==> src/hw/rtl/gaa_pkg.sv <==
package gaa_pkg;

	localparam int ValueW = 64;
	localparam int CountW = 48;
	localparam logic [CountW-1:0] CountMax = {CountW{1'b1}};

	// Store geometry; the word fields below are sized for it.
	localparam int GroupRows     = 1024;
	localparam int SlotsPerGroup = 8;

	typedef enum logic [1:0] {
		ACT_INIT   = 2'd0,
		ACT_UPDATE = 2'd1,
		ACT_MERGE  = 2'd2,
		ACT_READ   = 2'd3
	} action_t;

	typedef enum logic [1:0] {
		KIND_SUM    = 2'd0,
		KIND_ROWS   = 2'd1,
		KIND_NUMSUM = 2'd2,
		KIND_AVG    = 2'd3
	} kind_t;

	localparam logic [0:0] REG_SLOTS_USED = 1'b0;
	localparam logic [0:0] REG_SLOT_KINDS = 1'b1;

	typedef struct packed {
		action_t            action;
		logic [9:0]         group;
		logic [2:0]         slot;
		logic signed [63:0] value;
		logic [47:0]        partial_count;
	} in_word_t;

	typedef struct packed {
		logic signed [63:0] result_value;
		logic [47:0]        result_count;
		logic               ignored;
	} out_word_t;

	typedef enum logic [2:0] {
		ST_IDLE,
		ST_READ,
		ST_CALC,
		ST_DIV,
		ST_OUT
	} state_t;

	// Commands from the controller to the datapath.
	typedef struct packed {
		logic take_in;
		logic mem_rd;
		logic calc;
		logic div_start;
		logic div_step;
		logic out_load;
	} cmd_t;

	// Status from the datapath to the controller.
	typedef struct packed {
		logic need_div;
		logic div_done;
	} status_t;

endpackage

==> src/hw/rtl/gaa_ctrl.sv <==
module gaa_ctrl (
	input  logic              clk,
	input  logic              arst_n,
	input  logic              in_valid,
	output logic              in_stall,
	output logic              out_valid,
	input  logic              out_stall,
	input  gaa_pkg::status_t  status,
	output gaa_pkg::cmd_t     cmd
);

	gaa_pkg::state_t state_q, state_d;
	logic            out_valid_q, out_valid_d;

	always_ff @(posedge clk or negedge arst_n) begin
		if (!arst_n) begin
			state_q     <= gaa_pkg::ST_IDLE;
			out_valid_q <= 1'b0;
		end else begin
			state_q     <= state_d;
			out_valid_q <= out_valid_d;
		end
	end

	// Next state and commands.
	always_comb begin
		state_d     = state_q;
		cmd         = '0;
		in_stall    = 1'b1;
		out_valid_d = out_valid_q && out_stall;
		unique case (state_q)
			gaa_pkg::ST_IDLE: begin
				in_stall = 1'b0;
				if (in_valid) begin
					cmd.take_in = 1'b1;
					cmd.mem_rd  = 1'b1;
					state_d     = gaa_pkg::ST_CALC;
				end
			end
			gaa_pkg::ST_CALC: begin
				cmd.calc = 1'b1;
				state_d  = status.need_div ? gaa_pkg::ST_READ : gaa_pkg::ST_OUT;
			end
			gaa_pkg::ST_READ: begin
				cmd.div_start = 1'b1;
				state_d       = gaa_pkg::ST_DIV;
			end
			gaa_pkg::ST_DIV: begin
				cmd.div_step = 1'b1;
				if (status.div_done) begin
					state_d = gaa_pkg::ST_OUT;
				end
			end
			gaa_pkg::ST_OUT: begin
				if (!out_valid_q || !out_stall) begin
					cmd.out_load = 1'b1;
					out_valid_d  = 1'b1;
					state_d      = gaa_pkg::ST_IDLE;
				end
			end
			default: state_d = gaa_pkg::ST_IDLE;
		endcase
	end

	assign out_valid = out_valid_q;

endmodule

==> config.mk <==
export PLATFORM = sky130hd
export DESIGN_NAME = gaa_ctrl
export DESIGN_NICKNAME = d
export VERILOG_FILES = /design/src/hw/rtl/gaa_pkg.sv /design/src/hw/rtl/gaa_ctrl.sv
export SDC_FILE = /design/constraint.sdc
export NUM_CORES = 1
export LEC_CHECK = 0
export BUFFER_PORTS_ARGS = -buffer_cell sky130_fd_sc_hd__clkbuf_2
export CORE_AREA = 2 2 39 41
export CTS_CLUSTER_DIAMETER = 50
export DETAILED_ROUTE_END_ITERATION = 16
export DIE_AREA = 0 0 41 43
export GPL_ROUTABILITY_DRIVEN = 1
export GPL_TIMING_DRIVEN = 0
export PLACE_DENSITY = 0.4
export SYNTH_ARGS = -nofsm -noshare
export SYNTH_HDL_FRONTEND = slang
export SYNTH_SLANG_ARGS = --single-unit
==> constraint.sdc <==
create_clock -name clk -period 1.85 [get_ports clk]
set_clock_uncertainty 0.2 [all_clocks]
set_input_delay 0.37 -clock clk [delete_from_list [all_inputs] [get_ports clk]]
set_output_delay 0.37 -clock clk [all_outputs]
set_load 0.1 [all_outputs]
==> flow_metrics.env, run 1 <==
export IMPL_drive_above_1_share=0.667
export IMPL_cts_htree_levels=1
export IMPL_synth_area_leaders="dfrtp_1, a21oi_1, nand2_1, nor2_1, nand2b_1"
export IMPL_final_nets=55
export IMPL_min_period_ns=2.04
export IMPL_drtIter0Drc=6
export IMPL_crit_arrival_ns=1.47
export IMPL_antenna_left=0
export IMPL_vias_per_cell=3.92
export IMPL_clk_pin_slew_ns=0.04
export IMPL_synth_compound_area_frac=0.122
export IMPL_drc=0
export IMPL_synth_xor_area_share=0
export IMPL_ys_flop_type="dfrtp_1"
export IMPL_synthSimpleGateAreaFrac=0.343
export IMPL_num_vias=251
export IMPL_drtPass1Iterations=4
export IMPL_rows=14
export IMPL_antenna_found_initial=0
export IMPL_syn_nets=33
export IMPL_path_cells="or3_4 -> nor2_4 -> buf_12 -> clkbuf_16"
export IMPL_n_antenna_cell=0
export IMPL_grt_pass1_wl_um=993
export IMPL_crit_path_start_kind="flop"
export IMPL_setup_violations=4
export IMPL_grt_use_total=0.0887
export IMPL_max_freq_mhz=491
export IMPL_synth_area_um2=215
export IMPL_synth_top_family_by_area="simple AND/OR/NAND/NOR gates"
export IMPL_hold_viol=0
export IMPL_slowest_delay_ns=0.43
export IMPL_worst_pin_slew_ns=0.537
export IMPL_seq_area_um2=105
export IMPL_synth_largest_area_cell="dfrtp_1"
export IMPL_synth_top_area_share=0.465
export IMPL_synth_cells=27
export IMPL_rsz0062_at_grt="true"
export IMPL_grt_pass1_vias=254
export IMPL_synth_warnings=0
export IMPL_wl_um=581
export IMPL_criticalPathCategory="flop to output pin"
export IMPL_die_area_mm2=0.00176
export IMPL_max_slew_margin=0.643
export IMPL_syn_area_per_cell_um2=7.97
export IMPL_clockBufferDepth=2
export IMPL_status="complete, but fails checks"
export IMPL_cts_sinks=4
export IMPL_clock_latency_ns=0.24
export IMPL_async_reset_ff_frac=1.00
export IMPL_yosysUniqueCellTypes=12
export IMPL_grt_max_degree=7
export IMPL_initial_utilization=0.156
export IMPL_multiInputGateArea_um2=141
export IMPL_dp_hpwl_um=412
export IMPL_ys_ff_latch=4
export IMPL_fin_crit_sh=1.10
export IMPL_maxCapViolations=0
export IMPL_seq_area_frac_synth=0.465
export IMPL_synth_most_common_cell="nand2_1"
export IMPL_fill_cells=145
export IMPL_place_gp_congestion=0.589
export IMPL_path_max_fanout=6
export IMPL_cts_tree="built"
export IMPL_io_pins=14
export IMPL_slew_viol_final=0
export IMPL_gr_total_overflow=0
export IMPL_setup_slack_ns=-0.186
export IMPL_reg2reg_slack_ns=0.66
export IMPL_critPathSlowestCell="dfrtp_2"
export IMPL_synth_edf_count=0
export IMPL_cts_made_buffers=3
export IMPL_end_kind="output pin"
export IMPL_tns_ns=-0.442
export IMPL_synth_commonest_cells="nand2_1, a21oi_1, dfrtp_1, nor2_1"
export IMPL_cp_required_ns=1.28
export IMPL_die_x_um=41
export IMPL_synthMuxAreaShare=0
export IMPL_violations="negative setup slack"
export IMPL_die_h_um=43
export IMPL_yosys_area_share_adder=0
export IMPL_syn2layout_area_growth_pct=133
export IMPL_root_buffer="clkbuf_4"
export IMPL_hold_class="input port to flop"
export IMPL_core_area_mm2=0.00138
export IMPL_avgRoutedWirePerCell_um=9.08
export IMPL_io_buffers=13
cells by family after synthesis:
kind of cell,count (synthesis)
flip-flops,4
buffers and inverters,3
AND/OR/NAND/NOR,15
AO/OA/AOI/OAI,5
registers in the layout, summed over array words and instances (netlist names):
register	count
out_valid	1
state_q	3
metrics by stage:
step | instances | util | worst slack (ns) | cell area, µm² | hold WS (ns)
global route | 64 | 0.363 | -0.235 | 502 | 0.232
finish | 64 | 0.363 | -0.186 | 502 | 0.193
CTS | 64 | 0.355 | -0.198 | 492 | 0.199
detailed placement | 56 | 0.250 | -0.261 | 345 | -0.0150
floorplan | 27 | - | -0.541 | 260 | -0.126
global placement | 56 | 0.250 | -0.266 | 345 | -0.0163
worst max-delay path: cells and delay by family, from the launching register on:
family,cells,cell delay [ns]
DFF,1,0.43
and+or+nand+nor,2,0.52
buffers and inverters,2,0.29
what timing repair did:
action	4_1_cts	5_1_grt
endpoints found under the setup margin	7	7
hold endpoints to repair	4	0
pin swaps	1	1
buffers inserted	3	0
resized for setup	18	5
hold buffers	1	0
layout make-up:
class / count / share of cell area
Buffer: 1 / 0.0399
Clock buffer: 4 / 0.0524
Inverter: 2 / 0.0150
Multi-Input combinational cell: 20 / 0.282
Sequential cell: 4 / 0.209
Tap cell: 16 / 0.0399
Timing Repair Buffer: 17 / 0.362
per-layer routing:
layer | GRT usage | routed length (µm) | part of all wire | vias up
met3 | 0.0314 | 60 | 0.10 | 0
met4 | 0.0800 | 0 | 0 | 0
met5 | 0 | 0 | 0 | -
met2 | 0.119 | 266 | 0.46 | 14
li1 | - | - | - | 129
met1 | 0.104 | 254 | 0.44 | 108
worst paths after layout:
kind | start | end | cells past startpoint
setup / recovery | state_q[0] | cmd[5] | 4
hold / removal | in_valid | state_q[1] | 3
setup reg to reg | state_q[1] | state_q[2] | 4
hold reg to reg | state_q[2] | state_q[0] | 1
max in group asynchronous | arst_n | state_q[0] | 2
min in group asynchronous | arst_n | out_valid | 2
cells in the final DEF, fill, tap and decap left out, drive strengths merged:
master and instances:
a21oi 4, o22ai 1, dfrtp 4, nand2 5
dlygate4sd3 1, nor3 1, inv 2, nand2b 2
nand3 1, buf 6, nor2 5, clkbuf 15
or3 1
Power of run 1 is left out: the tool's default activity adds up to more than one toggle a clock period on the data nets, which glitch-free logic cannot reach.
==> inputs of run 2 (changes only) <==
PLACE_DENSITY = 0.39   (was 0.4)
==> flow_metrics.env, run 2 (same netlist as run 1, synthesis figures left out) <==
export IMPL_place_gp_congestion=0.661
export IMPL_violations="negative setup slack"
export IMPL_status="complete, but fails checks"
export IMPL_die_x_um=41
export IMPL_rows=14
export IMPL_maxCapViolations=0
export IMPL_clockBufferDepth=2
export IMPL_criticalPathCategory="flop to output pin"
export IMPL_cts_tree="built"
export IMPL_die_h_um=43
export IMPL_reg2reg_slack_ns=0.59
export IMPL_num_vias=267
export IMPL_die_area_mm2=0.00176
export IMPL_endpoint="cmd[5]"
export IMPL_layout_common_cells="clkbuf_2, nand2_1, clkbuf_4, buf_4"
export IMPL_gr_total_overflow=0
export IMPL_initial_utilization=0.156
export IMPL_hold_class="input port to flop"
export IMPL_crit_path_start="state_q[1]"
export IMPL_crit_arrival_ns=1.48
export IMPL_setup_violations=5
export IMPL_max_freq_mhz=487
export IMPL_fin_crit_sh=1.11
export IMPL_drtIter0Drc=2
export IMPL_cp_required_ns=1.28
export IMPL_core_area_mm2=0.00138
export IMPL_vias_per_cell=4.11
export IMPL_clock_latency_ns=0.24
export IMPL_grt_pass1_wl_um=945
export IMPL_grt_pass1_vias=269
export IMPL_wl_um=637
export IMPL_largest_reg_flops=3
export IMPL_antenna_found_initial=0
export IMPL_final_nets=56
export IMPL_grt_max_degree=8
export IMPL_final_common_cell="clkbuf_2"
export IMPL_r2r_cells=4
export IMPL_pre_cts_slack_ns=-0.259
export IMPL_max_slew_margin=0.640
export IMPL_drc=0
export IMPL_slew_viol_final=0
export IMPL_antenna_left=0
export IMPL_cts_sinks=4
export IMPL_cts_made_buffers=3
export IMPL_end_kind="output pin"
export IMPL_holdWs_ns=0.191
export IMPL_rsz0062_at_grt="true"
export IMPL_hold_viol=0
export IMPL_avgRoutedWirePerCell_um=9.80
export IMPL_grt_use_total=0.0798
export IMPL_worst_pin_slew_ns=0.542
export IMPL_setup_slack_ns=-0.204
export IMPL_placed_cells=56
export IMPL_syn2layout_area_growth_pct=134
export IMPL_fin_cells=65
export IMPL_crit_path_start_kind="flop"
export IMPL_n_antenna_cell=0
export IMPL_io_pins=14
export IMPL_drive_above_1_share=0.633
export IMPL_min_period_ns=2.05
export IMPL_drtPass1Iterations=2
export IMPL_clk_pin_slew_ns=0.04
export IMPL_path_max_fanout=4
export IMPL_dp_hpwl_um=455
export IMPL_largest_register="state_q"
export IMPL_whs_path_depth=3
export IMPL_io_buffers=13
export IMPL_r2r_start="state_q[1]"
export IMPL_cts_htree_levels=1
export IMPL_r2r_end="state_q[2]"
export IMPL_root_buffer="clkbuf_4"
[run 2: per-stage QoR]
step           utilization  TNS [ns]  area, µm²
6_report             0.363    -0.518        503
3_5_place_dp         0.250    -0.452        345
5_1_grt              0.363    -0.759        503
4_1_cts              0.340    -0.573        470
2_1_floorplan            -     -1.45        260
3_3_place_gp         0.250    -0.434        345
[run 2: worst max-delay path: stages, from the launching register on]
cell       delay, ns
dfrtp_2         0.41
or3_4           0.39
nor2_4          0.15
buf_12          0.11
clkbuf_16       0.18
[run 2: final cells by class]
cell class / instances / area (µm²)
flip-flops and latches: 4 / 104
well taps: 16 / 20.0
fillers: 155 / 881
plain buffers: 1 / 20.0
inverters: 2 / 7.51
clock buffers: 4 / 26.3
repair buffers: 18 / 186
multi-input cells: 20 / 139
[run 2: worst min-delay path by stage]
| stage | start | endpoint | slack, ns |
|---|---|---|---|
| 2_1_floorplan | arst_n | out_valid | -0.13 |
| 3_5_place_dp | arst_n | state_q[2] | -0.02 |
| 6_report | in_valid | state_q[1] | 0.19 |
| 4_1_cts | in_valid | state_q[1] | 0.18 |
| 3_3_place_gp | arst_n | state_q[0] | -0.02 |
| 5_1_grt | in_valid | state_q[1] | 0.21 |
[run 2: timing repair]
item / CTS / global route
resized for setup: 16 / 6
buffers inserted: 2 / 2
pin swaps: 1 / 2
cloned: 0 / 0
hold buffers: 1 / 0
endpoints found under the hold margin: 4 / 0
endpoints found under the setup margin: 7 / 7
[run 2: routing by layer]
| layer | vias up | part of all wire | GRT usage |
|---|---|---|---|
| li1 | 132 | - | - |
| met1 | 125 | 0.34 | 0.0721 |
| met2 | 10 | 0.58 | 0.141 |
| met3 | 0 | 0.080 | 0.0314 |
| met4 | 0 | 0 | 0.0400 |
| met5 | - | 0 | 0 |
Power of run 2 is left out for the same reason.
